[src/rtl/reprojection_error_engine_unit_defines.svh]
// assertion macros for the reprojection error engine
// no dependencies
`ifndef REPROJECTION_ERROR_ENGINE_UNIT_DEFINES_SVH
`define REPROJECTION_ERROR_ENGINE_UNIT_DEFINES_SVH
// check that an implication holds at every rising clock edge outside reset
`define REE_ASSERT_IMP(label, clk, rst, ante, cons, msg) \
   label: assert property (@(posedge clk) disable iff (rst) (ante) |-> (cons)) else $error(msg);
// check that the consequence holds in the cycle after the antecedent
`define REE_ASSERT_NEXT(label, clk, rst, ante, cons, msg) \
   label: assert property (@(posedge clk) disable iff (rst) (ante) |=> (cons)) else $error(msg);
`endif

[src/rtl/ree_pkg.sv]
// shared constants and types for the reprojection error engine
// no dependencies
package ree_pkg;
   localparam int unsigned MaxPoints = 65536;
   localparam int unsigned CountW = 17;
   localparam int unsigned SumW = 49;
   localparam logic [1:0] STATUS_OK = 2'd0;
   localparam logic [1:0] STATUS_WZERO = 2'd1;
   localparam logic [1:0] STATUS_SAT = 2'd2;
   localparam logic [2:0] CSR_R0L = 3'd0;
   localparam logic [2:0] CSR_R0R = 3'd1;
   localparam logic [2:0] CSR_R1L = 3'd2;
   localparam logic [2:0] CSR_R1R = 3'd3;
   localparam logic [2:0] CSR_R2L = 3'd4;
   localparam logic [2:0] CSR_R2R = 3'd5;
   typedef logic [63:0] csr_data_type;
endpackage

[src/rtl/reprojection_error_engine_unit.sv]
// Pinhole camera reprojection error engine: projects a world point through a
// configured 3x4 camera matrix and reports pixel, distance and set mean.
// Depends on ree_pkg and reprojection_error_engine_unit_defines.svh.
//
// One request at a time. The nine row products run one bit per cycle
// through a shift-and-add multiplier, each division is bit-serial
// restoring with setup and saturation, the squares are shift-and-add,
// the square root is taken digit by digit, and the set mean is a 49-step
// restoring division; all these share one sequencer. A request with w of
// zero skips the divisions, squares and square root. The next request can
// be accepted the cycle after the result is registered; a result that is
// not taken holds the next result in the sequencer, and with it the request
// side, until the result channel accepts it.
`include "reprojection_error_engine_unit_defines.svh"
module reprojection_error_engine_unit (
   input  logic                 clock,
   input  logic                 reset,
   input  logic                 req_valid,
   output logic                 req_ready,
   input  logic signed [31:0]   req_world_x,
   input  logic signed [31:0]   req_world_y,
   input  logic signed [31:0]   req_world_z,
   input  logic signed [31:0]   req_image_x,
   input  logic signed [31:0]   req_image_y,
   input  logic                 req_last_point,
   output logic                 rsp_valid,
   input  logic                 rsp_ready,
   output logic signed [31:0]   rsp_proj_x,
   output logic signed [31:0]   rsp_proj_y,
   output logic [31:0]          rsp_point_error,
   output logic [31:0]          rsp_mean_error,
   output logic                 rsp_set_done,
   output logic [1:0]           rsp_status,
   input  logic                 csr_valid,
   output logic                 csr_ready,
   input  logic [2:0]           csr_index,
   input  ree_pkg::csr_data_type csr_data
);
   import ree_pkg::*;

   localparam logic [3:0] ST_IDLE = 4'd0;
   localparam logic [3:0] ST_MUL = 4'd1;
   localparam logic [3:0] ST_ACC = 4'd2;
   localparam logic [3:0] ST_DIV = 4'd3;
   localparam logic [3:0] ST_DIVEND = 4'd4;
   localparam logic [3:0] ST_SQ = 4'd5;
   localparam logic [3:0] ST_SQRT = 4'd6;
   localparam logic [3:0] ST_SUM = 4'd7;
   localparam logic [3:0] ST_MEAN = 4'd8;
   localparam logic [3:0] ST_OUT = 4'd9;
   localparam logic [3:0] ST_PROD = 4'd10;
   localparam logic [3:0] ST_ROOT = 4'd11;
   localparam logic [3:0] ST_MEANEND = 4'd12;

   logic [63:0] cam_ff [6];
   logic [3:0]  state_ff;
   logic [6:0]  cnt_ff;
   logic [3:0]  term_ff;       // row*4+col for products, row for divides
   logic signed [31:0] pt_ff [5];
   logic        last_ff;
   logic signed [48:0] rsum_ff [3];
   // shared shift-add multiplier
   logic [63:0] mprod_ff;
   logic [31:0] mcand_ff, mplier_ff;
   logic        mneg_ff;
   // shared restoring divider: remainder and quotient
   logic [47:0] drem_ff;
   logic [63:0] dq_ff;
   logic [63:0] dnum_ff;
   logic [47:0] dden_ff;
   logic        dneg_ff;
   logic signed [31:0] px_ff, py_ff;
   logic        sat_ff, wzero_ff;
   logic [64:0] sq_ff;
   logic [63:0] rem_ff;
   logic [31:0] root_ff;
   logic [31:0] err_ff;
   logic [SumW-1:0] sum_ff;
   logic [CountW-1:0] count_ff;
   logic [31:0] mean_ff;
   logic        out_valid_ff;
   logic signed [31:0] o_px_ff, o_py_ff;
   logic [31:0] o_err_ff, o_mean_ff;
   logic        o_done_ff;
   logic [1:0]  o_status_ff;

   logic [1:0] row;
   logic [1:0] col;
   logic signed [31:0] coef;
   logic signed [31:0] coord;
   logic signed [63:0] sprod;
   logic signed [48:0] prod_floor;
   logic signed [48:0] div_row;
   logic [49:0] dtrial;
   logic [47:0] abs_num;
   logic [32:0] diff_a;
   logic [31:0] adiff;
   logic [SumW:0] sum_add;
   logic [63:0] sat_q;

   assign row = term_ff[3:2];
   assign col = term_ff[1:0];
   assign req_ready = !reset && (state_ff == ST_IDLE);
   assign csr_ready = !reset && (state_ff == ST_IDLE) && !out_valid_ff;

   always_comb begin
      coef = '0;
      case (col)
         2'd0: coef = cam_ff[{1'b0, row} << 1][31:0];
         2'd1: coef = cam_ff[{1'b0, row} << 1][63:32];
         2'd2: coef = cam_ff[({1'b0, row} << 1) + 3'd1][31:0];
         default: coef = cam_ff[({1'b0, row} << 1) + 3'd1][63:32];
      endcase
      case (col)
         2'd0: coord = pt_ff[0];
         2'd1: coord = pt_ff[1];
         default: coord = pt_ff[2];
      endcase
   end

   assign sprod = mneg_ff ? -$signed(mprod_ff) : $signed(mprod_ff);
   assign prod_floor = 49'(sprod >>> 16);
   assign dtrial = {1'b0, drem_ff, dnum_ff[63]} - {2'b00, dden_ff};
   // term 0 divides row 0, term 1 divides row 1
   assign div_row = term_ff[0] ? rsum_ff[1] : rsum_ff[0];
   always_comb begin
      abs_num = div_row[48] ? 48'(-div_row) : div_row[47:0];
      diff_a = term_ff[0] ? 33'($signed(py_ff)) - 33'($signed(pt_ff[4]))
                          : 33'($signed(px_ff)) - 33'($signed(pt_ff[3]));
      adiff = diff_a[32] ? 32'(-diff_a) : diff_a[31:0];
      sum_add = {1'b0, sum_ff} + {18'd0, err_ff};
      sat_q = dq_ff;
   end

   always_ff @(posedge clock) begin
      if (reset) begin
         state_ff <= ST_IDLE;
         out_valid_ff <= 1'b0;
         sum_ff <= '0;
         count_ff <= '0;
         for (int i = 0; i < 6; i++) cam_ff[i] <= '0;
      end else begin
         if (out_valid_ff && rsp_ready && state_ff != ST_OUT) out_valid_ff <= 1'b0;
         if (csr_valid && csr_ready) begin
            unique case (csr_index)
               CSR_R0L: cam_ff[0] <= csr_data;
               CSR_R0R: cam_ff[1] <= csr_data;
               CSR_R1L: cam_ff[2] <= csr_data;
               CSR_R1R: cam_ff[3] <= csr_data;
               CSR_R2L: cam_ff[4] <= csr_data;
               CSR_R2R: cam_ff[5] <= csr_data;
               default: ;
            endcase
         end
         unique case (state_ff)
            ST_IDLE: if (req_valid) begin
               pt_ff[0] <= req_world_x;
               pt_ff[1] <= req_world_y;
               pt_ff[2] <= req_world_z;
               pt_ff[3] <= req_image_x;
               pt_ff[4] <= req_image_y;
               last_ff <= req_last_point;
               term_ff <= '0;
               cnt_ff <= '0;
               sat_ff <= 1'b0;
               state_ff <= ST_ACC;
               for (int r = 0; r < 3; r++) rsum_ff[r] <= '0;
            end
            // load next product or finish rows
            ST_ACC: begin
               if (col == 2'd3) begin
                  rsum_ff[row] <= rsum_ff[row] + 49'(coef);
                  if (row == 2'd2) begin
                     term_ff <= '0;
                     state_ff <= ST_DIV;
                     cnt_ff <= '0;
                     wzero_ff <= (rsum_ff[2] + 49'(coef)) == '0;
                  end else term_ff <= {row + 2'd1, 2'd0};
               end else begin
                  mcand_ff <= coef[31] ? 32'(-coef) : coef;
                  mplier_ff <= coord[31] ? 32'(-coord) : coord;
                  mneg_ff <= coef[31] ^ coord[31];
                  mprod_ff <= '0;
                  cnt_ff <= '0;
                  state_ff <= ST_MUL;
               end
            end
            ST_MUL: begin
               // one multiplier bit per cycle, msb first
               mprod_ff <= (mprod_ff << 1) +
                  (mplier_ff[31] ? {32'd0, mcand_ff} : 64'd0);
               mplier_ff <= mplier_ff << 1;
               cnt_ff <= cnt_ff + 7'd1;
               if (cnt_ff == 7'd31) state_ff <= ST_PROD;
            end
            ST_PROD: begin
               rsum_ff[row] <= rsum_ff[row] + prod_floor;
               term_ff <= term_ff + 4'd1;
               state_ff <= ST_ACC;
            end
            ST_DIV: begin
               if (cnt_ff == 7'd0) begin
                  if (wzero_ff) begin
                     px_ff <= rsum_ff[0][48] ? 32'h8000_0000 :
                        (rsum_ff[0] != '0 ? 32'h7FFF_FFFF : 32'd0);
                     py_ff <= rsum_ff[1][48] ? 32'h8000_0000 :
                        (rsum_ff[1] != '0 ? 32'h7FFF_FFFF : 32'd0);
                     err_ff <= '1;
                     state_ff <= ST_SUM;
                  end else begin
                     dnum_ff <= {abs_num, 16'd0};
                     dden_ff <= rsum_ff[2][48] ? 48'(-rsum_ff[2]) : rsum_ff[2][47:0];
                     dneg_ff <= div_row[48] ^ rsum_ff[2][48];
                     drem_ff <= '0;
                     dq_ff <= '0;
                     cnt_ff <= 7'd1;
                  end
               end else begin
                  // numerator is |row| << 16, 64 bits, shifted in msb first
                  if (!dtrial[49]) begin
                     drem_ff <= dtrial[47:0];
                     dq_ff <= {dq_ff[62:0], 1'b1};
                  end else begin
                     drem_ff <= {drem_ff[46:0], dnum_ff[63]};
                     dq_ff <= {dq_ff[62:0], 1'b0};
                  end
                  dnum_ff <= dnum_ff << 1;
                  cnt_ff <= cnt_ff + 7'd1;
                  if (cnt_ff == 7'd64) state_ff <= ST_DIVEND;
               end
            end
            ST_DIVEND: begin
               if (dneg_ff ? (sat_q > 64'h8000_0000) : (sat_q > 64'h7FFF_FFFF)) begin
                  sat_ff <= 1'b1;
                  if (term_ff[0]) py_ff <= dneg_ff ? 32'h8000_0000 : 32'h7FFF_FFFF;
                  else px_ff <= dneg_ff ? 32'h8000_0000 : 32'h7FFF_FFFF;
               end else begin
                  if (term_ff[0]) py_ff <= dneg_ff ? 32'(-sat_q) : sat_q[31:0];
                  else px_ff <= dneg_ff ? 32'(-sat_q) : sat_q[31:0];
               end
               cnt_ff <= '0;
               if (term_ff[0]) begin
                  term_ff <= '0;
                  sq_ff <= '0;
                  state_ff <= ST_SQ;
               end else begin
                  term_ff <= 4'd1;
                  state_ff <= ST_DIV;
               end
            end
            ST_SQ: begin
               if (cnt_ff == 7'd0) begin
                  mcand_ff <= adiff;
                  mplier_ff <= adiff;
                  mprod_ff <= '0;
                  cnt_ff <= 7'd1;
               end else if (cnt_ff <= 7'd32) begin
                  mprod_ff <= (mprod_ff << 1) +
                     (mplier_ff[31] ? {32'd0, mcand_ff} : 64'd0);
                  mplier_ff <= mplier_ff << 1;
                  cnt_ff <= cnt_ff + 7'd1;
               end else begin
                  sq_ff <= sq_ff + {1'b0, mprod_ff};
                  cnt_ff <= '0;
                  if (term_ff[0]) begin
                     state_ff <= ST_SQRT;
                     rem_ff <= '0;
                     root_ff <= '0;
                     dq_ff <= sq_ff[63:0] + mprod_ff;
                     term_ff <= '0;
                  end else term_ff <= 4'd1;
               end
            end
            ST_SQRT: begin
               // two radicand bits per cycle, 32 result bits
               if ({2'b00, rem_ff[61:0], dq_ff[63:62]} >= {32'd0, root_ff, 2'b01}) begin
                  rem_ff <= {rem_ff[61:0], dq_ff[63:62]} - {30'd0, root_ff, 2'b01};
                  root_ff <= {root_ff[30:0], 1'b1};
               end else begin
                  rem_ff <= {rem_ff[61:0], dq_ff[63:62]};
                  root_ff <= {root_ff[30:0], 1'b0};
               end
               dq_ff <= dq_ff << 2;
               cnt_ff <= cnt_ff + 7'd1;
               if (cnt_ff == 7'd31) state_ff <= ST_ROOT;
            end
            ST_ROOT: begin
               if (sq_ff[64]) begin
                  err_ff <= '1;
                  sat_ff <= 1'b1;
               end else err_ff <= root_ff;
               state_ff <= ST_SUM;
            end
            ST_SUM: begin
               if (count_ff < CountW'(MaxPoints)) begin
                  sum_ff <= sum_add[SumW] ? '1 : sum_add[SumW-1:0];
                  count_ff <= count_ff + CountW'(1);
               end
               mean_ff <= '0;
               cnt_ff <= '0;
               state_ff <= last_ff ? ST_MEAN : ST_OUT;
            end
            ST_MEAN: begin
               if (cnt_ff == 7'd0) begin
                  dnum_ff <= {sum_ff, 15'd0};
                  dden_ff <= {31'd0, count_ff};
                  drem_ff <= '0;
                  dq_ff <= '0;
                  cnt_ff <= 7'd1;
                  if (count_ff == '0) state_ff <= ST_OUT;
               end else begin
                  if (!dtrial[49]) begin
                     drem_ff <= dtrial[47:0];
                     dq_ff <= {dq_ff[62:0], 1'b1};
                  end else begin
                     drem_ff <= {drem_ff[46:0], dnum_ff[63]};
                     dq_ff <= {dq_ff[62:0], 1'b0};
                  end
                  dnum_ff <= dnum_ff << 1;
                  cnt_ff <= cnt_ff + 7'd1;
                  if (cnt_ff == 7'd49) state_ff <= ST_MEANEND;
               end
            end
            ST_MEANEND: begin
               mean_ff <= (dq_ff[63:32] != '0) ? '1 : dq_ff[31:0];
               state_ff <= ST_OUT;
            end
            ST_OUT: if (!out_valid_ff || rsp_ready) begin
               out_valid_ff <= 1'b1;
               o_px_ff <= px_ff;
               o_py_ff <= py_ff;
               o_err_ff <= err_ff;
               o_mean_ff <= last_ff ? mean_ff : 32'd0;
               o_done_ff <= last_ff;
               o_status_ff <= wzero_ff ? STATUS_WZERO : (sat_ff ? STATUS_SAT : STATUS_OK);
               if (last_ff) begin
                  sum_ff <= '0;
                  count_ff <= '0;
               end
               state_ff <= ST_IDLE;
            end
            default: state_ff <= ST_IDLE;
         endcase
      end
   end

   assign rsp_valid = out_valid_ff;
   assign rsp_proj_x = o_px_ff;
   assign rsp_proj_y = o_py_ff;
   assign rsp_point_error = o_err_ff;
   assign rsp_mean_error = o_mean_ff;
   assign rsp_set_done = o_done_ff;
   assign rsp_status = o_status_ff;

   `REE_ASSERT_IMP(a_status_range, clock, reset, rsp_valid, rsp_status != 2'd3, "bad status")
   `REE_ASSERT_IMP(a_wzero_err, clock, reset, rsp_valid && rsp_status == STATUS_WZERO, rsp_point_error == 32'hFFFF_FFFF, "w zero error")
   `REE_ASSERT_NEXT(a_accept_busy, clock, reset, req_valid && req_ready, !req_ready, "ready after accept")
endmodule

[config.mk]
export PLATFORM = sky130hd
export DESIGN_NAME = reprojection_error_engine_unit
export DESIGN_NICKNAME = d
export VERILOG_FILES = /design/src/rtl/ree_pkg.sv /design/src/rtl/reprojection_error_engine_unit.sv
export VERILOG_INCLUDE_DIRS = /design/src /design/src/rtl
export SDC_FILE = /design/constraint.sdc
export NUM_CORES = 2
export LEC_CHECK = 0
export BUFFER_PORTS_ARGS = -buffer_cell sky130_fd_sc_hd__buf_2
export CORE_UTILIZATION = 40
export CTS_CLUSTER_DIAMETER = 100
export CTS_CLUSTER_SIZE = 10
export DETAILED_ROUTE_END_ITERATION = 10
export PLACE_DENSITY = 0.59
export SLEW_MARGIN = 30
export SYNTH_ARGS = -nofsm -noshare
export SYNTH_HDL_FRONTEND = slang
export SYNTH_SLANG_ARGS = --single-unit
[constraint.sdc]
create_clock -name clock -period 19.2 [get_ports clock]
set_clock_uncertainty 0.15 [all_clocks]
set_input_delay 0.96 -clock clock [delete_from_list [all_inputs] [get_ports clock]]
set_output_delay 0.96 -clock clock [all_outputs]
set_load 0.05 [all_outputs]
Word-level counts from Yosys, hierarchy flattened
Memory sizes are Yosys's and may differ from the RTL's. A register that Yosys moved wholly into a read port is not among the register bits.
Cells that the tools add are included.
- add/subtract/negate cells: 23
- multiply operators: 0
- divide/modulo/power cells: 0
- $lt $le $gt $ge: 5
- eq/ne operators: 52
- shifts and indexed selects: 0
- muxes and demuxes: 182
- bitwise gates (word level): 12
- reduce and logical (&&, ||, !) cells: 54
- operators with widths (operator ; count):
    $mux 64 ; 19
    $mux 32 ; 30
    $pmux 32 s2 ; 7
    $mux 48 ; 9
    $mux 49 ; 7
    $pmux 64 s4 ; 1
    $mux 62 ; 4
    $mux 65 ; 3
    $pmux 32 s3 ; 2
    $pmux 48 s2 ; 2
    $pmux 64 s3 ; 1
    $pmux 65 s2 ; 1
    $neg 32->32 ; 4
    $pmux 64 s2 ; 1
    $pmux 62 s2 ; 1
    $pmux 49 s2 ; 1
    $reduce_bool 49->1 ; 2
    $neg 48->48 ; 2
    $mux 4 ; 20
    $sub 32x32->33 ; 2
    $add 65x64->65 ; 1
    $add 64x32->64 ; 1
    $add 64x64->64 ; 1
    $ge 64x34->1 ; 1
    other kinds (69) ; 205
- register bits after elaboration: 857
- latch bits: 0
- bits in writable memories: 691
- bits in read-only memories: 0
- input port bits: 233
- output and inout bits: 134
- word-level logic and storage cells: 362
- memories kept: 3
- memories (name ; words ; width ; rd ports ; clocked after Yosys merged registers in ; write ports ; line ; RTL):
    cam_ff ; 6 ; 64 ; 2 ; 1 ; 6 ; reprojection_error_engine_unit.sv:55 ; logic [63:0] cam_ff [6];
    pt_ff ; 5 ; 32 ; 5 ; 0 ; 5 ; reprojection_error_engine_unit.sv:59 ; logic signed [31:0] pt_ff [5];
    rsum_ff ; 3 ; 49 ; 4 ; 1 ; 3 ; reprojection_error_engine_unit.sv:61 ; logic signed [48:0] rsum_ff [3];

Depth between registers and ports, before layout
- depth in word-level cells: 8
- mapped depth: 30
- depth with buffers taken out: 24

Worst setup path after synthesis
OpenSTA, ideal clock, no wires.
- path kind: input port to flip-flop
- start: input port reset
- end: register o_mean_ff[0] (netlist: rsp_mean_error[0]), enable pin
- library setup time: 0.941 ns
- data arrival time: 13.771 ns
- required time: 18.109 ns
- slack: 4.338 ns
- stages: 3
- buffers on the path: 2
- cells stage by stage: clkbuf_1 > clkbuf_1 > nor4_1
- cells in the longest elaborated chain, start to end: 2
- RTL lines (element ; line ; RTL):
    from (decl) ; reprojection_error_engine_unit.sv:17 ; input logic reset,
    $not 1->1 (no line) ; - ;
    $reduce_and 3->1 (no line) ; - ;
    to (signal assigned) ; reprojection_error_engine_unit.sv:333 ; o_mean_ff <= last_ff ? mean_ff : 32'd0;
    to (decl) ; reprojection_error_engine_unit.sv:83 ; logic [31:0] o_err_ff, o_mean_ff;
Every way passes these cells.
A chain may end at the register's enable or synchronous reset.

==> qor.yml <==
grt_max_degree: 108
tns_ps: 0
period_share_pct: 38.3
h-tree-depth: 4
grt.overflow.total: 0
first_pass_iters: 6
postSynth.asyncResetShare_pct: 0
antenna_found_initial: 24
multi_input_area_um2: 44300
setup_ws_ps: 11840
timing.rr.start: "mprod_ff[7]"
start_util_pct: 40.4
fill_cells: 21800
hold_slack_ps: 133
yosys-top-cells-area: "edfxtp_1, ha_1, a21oi_1"
r2r_slack_ps: 11840
post_cts_buffers: 0
critPathMaxFanout: 8
drtAntennaViolNets: 0
synth-main-ff-cell: "edfxtp_1"
cap_violations: 0
setup_viol: 0
wl_um: 312000
ys_warn_count: 0
num_vias: 73700
netlist_instances: 9241
tightest_slew_ps: 1150
ys_ff_latch: 1584
min-delay-start: "req_image_y[17]"
preCtsSetupSlack_ps: 11920
io_buffer_count: 366
rsz0062_at_grt: "false"
cts_max_path_buffers: 3
via_per_inst: 5.84
cts-root-buf: "clkbuf_16"
slew_violations: 0
worstPathRequired_ps: 19640
pwr_density_cell_nw_per_um2: 128
ctsHoldBuffers: 0
hold_violations: 0
synth_cell_types: 92
wl_per_cell_um: 24.7
die_w_um: 487
yosysSeqAreaShare_pct: 49.8
start_kind: "flip-flop"
final_nets: 10000
cts_tree: "yes"
globalplace.congestion: 0.985
cp.arrival_ps: 7800
synth_top_area_share_pct: 48.2
leakage_nw: 40.0
cp-end-kind: "flip-flop"
syn_area_um2: 94100
grt_pass1_vias: 69700
relSlewSlack_pct: 22.8
fmax_mhz: 136
clkTransAtPathRegs_ps: 60
synth_largest_area_cell: "edfxtp_1"
syn_avg_cell_area_um2: 10.2
register_area_um2: 46800
status: "finished, final reports clean"
cts_inserted_buffers: 180
io-pin-count: 367
num_rows: 177
grt.total_usage_pct: 25.7
grt_pass1_wl_um: 459000
min_period_ps: 7360
critPathKind: "flip-flop to flip-flop"
dieArea_um2: 237000
dieHeight_um: 487
synth_edf_count: 1511
critPathLaunch: "mprod_ff[7]"
clkSinkCount: 1584
synth_fp_nets: 9866
first_iter_violations: 7407
cts-resized-gates: 0
drive_gt1_share_pct: 10.2
hpwlAfterDp_um: 229000
hp-class: "input pin to flip-flop"
drc: 0
areaGrowthSynthToFinish_pct: 11.1
worstSkewPairLatency_ps: 880
core_um2: 233000
peakVddDrop_mv: 0.0794
-- final cells by class --
class	count	area share (%)
flip-flops and latches	1584	44.8
multi-input cells	6742	42.4
clock buffers	228	4.49
well taps	3132	3.75
repair buffers	489	2.73
inverters	412	1.49
clock inverters	22	0.341
diodes	5	0.0120
-- cell usage after synthesis (63+ instances only) --
cell / n
o21a_1: 94
dfxtp_1: 73
nand4_1: 86
nand2_1: 799
nor2b_1: 63
clkbuf_1: 443
mux2i_1: 166
a22oi_1: 63
nor2_1: 882
a31oi_1: 84
and3_1: 79
and2_1: 486
nand2b_1: 70
o31ai_1: 66
a21oi_1: 735
a21o_1: 258
nor3_1: 164
inv_1: 410
mux2_2: 74
xnor2_1: 287
nor4_1: 85
ha_1: 384
or3_1: 95
xor2_1: 262
edfxtp_1: 1511
o21ai_0: 534
nand3_1: 155
-- where the power goes --
part           switching, W  internal (W)  total (W)
combinational       0.00372       0.00185    0.00557
sequential         0.000324       0.00431    0.00464
clock               0.00143       0.00171    0.00314
-- state kept, by name, summed over array words and instances, names as in the netlist, 17 cells and up, named ones only --
name             count
err_ff              32
dden_ff             48
sum_ff              49
cam_ff             384
drem_ff             48
rsp_mean_error      32
mplier_ff           32
mcand_ff            32
rsp_proj_x          32
mprod_ff            64
count_ff            17
pt_ff              160
rem_ff              62
rsp_proj_y          32
rsum_ff            196
rsp_point_error     32
dq_ff               64
dnum_ff             49
root_ff             32
sq_ff               65
px_ff               32
mean_ff             32
py_ff               32
-- final timing paths --
kind	depth (start not counted)	endpoint
setup / recovery	25	rsum_ff[0][45]
hold / removal	1	pt_ff[4][17]
setup reg to reg	25	rsum_ff[0][45]
hold reg to reg	0	rsp_set_done
-- cell families after synthesis --
group                      after synthesis  share of synthesized area [%]
and+or+nand+nor                       3122                           16.2
AOI/OAI and AO/OA                     2390                           16.2
DFF                                   1584                           49.8
buffers and inverters                  915                           3.67
xor gates and xnor gates               549                           5.11
adders and majority gates              392                           5.28
muxes                                  289                           3.83
-- worst max-delay path, stage by stage, from the launching register on --
cell and delay [ps]:
edfxtp_1 430, nor4_1 410, nand4_1 280, nand4b_1 260, buf_4 180, or3_1 410, or2_2 310, or3_1 380
or3_1 350, o21ai_0 200, xnor2_1 90, nand2_1 80, o21ai_0 100, ha_1 480, a21o_1 160, a21o_1 110
a21oi_1 80, o21ai_0 320, a31oi_1 160, a2111oi_0 870, a31oi_1 300, a21oi_1 340, a21o_1 160, a21oi_1 70
xor2_1 300, nor2_1 90
-- placed cells by master, fill, tap and decap left out, types with 64 or more instances in the layout --
cell / instances
edfxtp_1: 1511
nor2_1: 867
nand2_1: 790
a21oi_1: 728
o21ai_0: 514
and2_1: 486
inv_1: 408
ha_1: 381
buf_2: 365
xnor2_1: 279
xor2_1: 261
a21o_1: 257
clkbuf_16: 180
mux2i_1: 165
nor3_1: 158
nand3_1: 155
buf_4: 113
or3_1: 94
o21a_1: 94
nand4_1: 86
a31oi_1: 83
nor4_1: 81
and3_1: 77
mux2_2: 74
dfxtp_1: 71
nand2b_1: 69
o31ai_1: 64
-- stage by stage --
| step | cell area, um^2 | utilization (%) | std cells | total power, W |
|---|---|---|---|---|
| finish | 105000 | 44.8 | 12600 | 0.0133 |
| global route | 105000 | 44.8 | 12600 | 0.0140 |
| CTS | 104000 | 44.8 | 12600 | 0.0133 |
| detailed placement | 99400 | 42.6 | 12400 | 0.0101 |
| global placement | 99200 | 42.6 | 12400 | 0.0101 |
| floorplan | 94100 | - | 9241 | 0.00820 |
-- metal layers --
metal  global-route usage [%]  vias up  part of all wire [%]
met5                        0        -                 0.028
met4                     8.24       14                   3.2
met3                     4.28      430                   7.9
met2                     39.8     2911                    45
met1                     36.6    36200                    44
li1                         -    34200                     -
No activity file was read; power rests on OpenSTA's default activity.
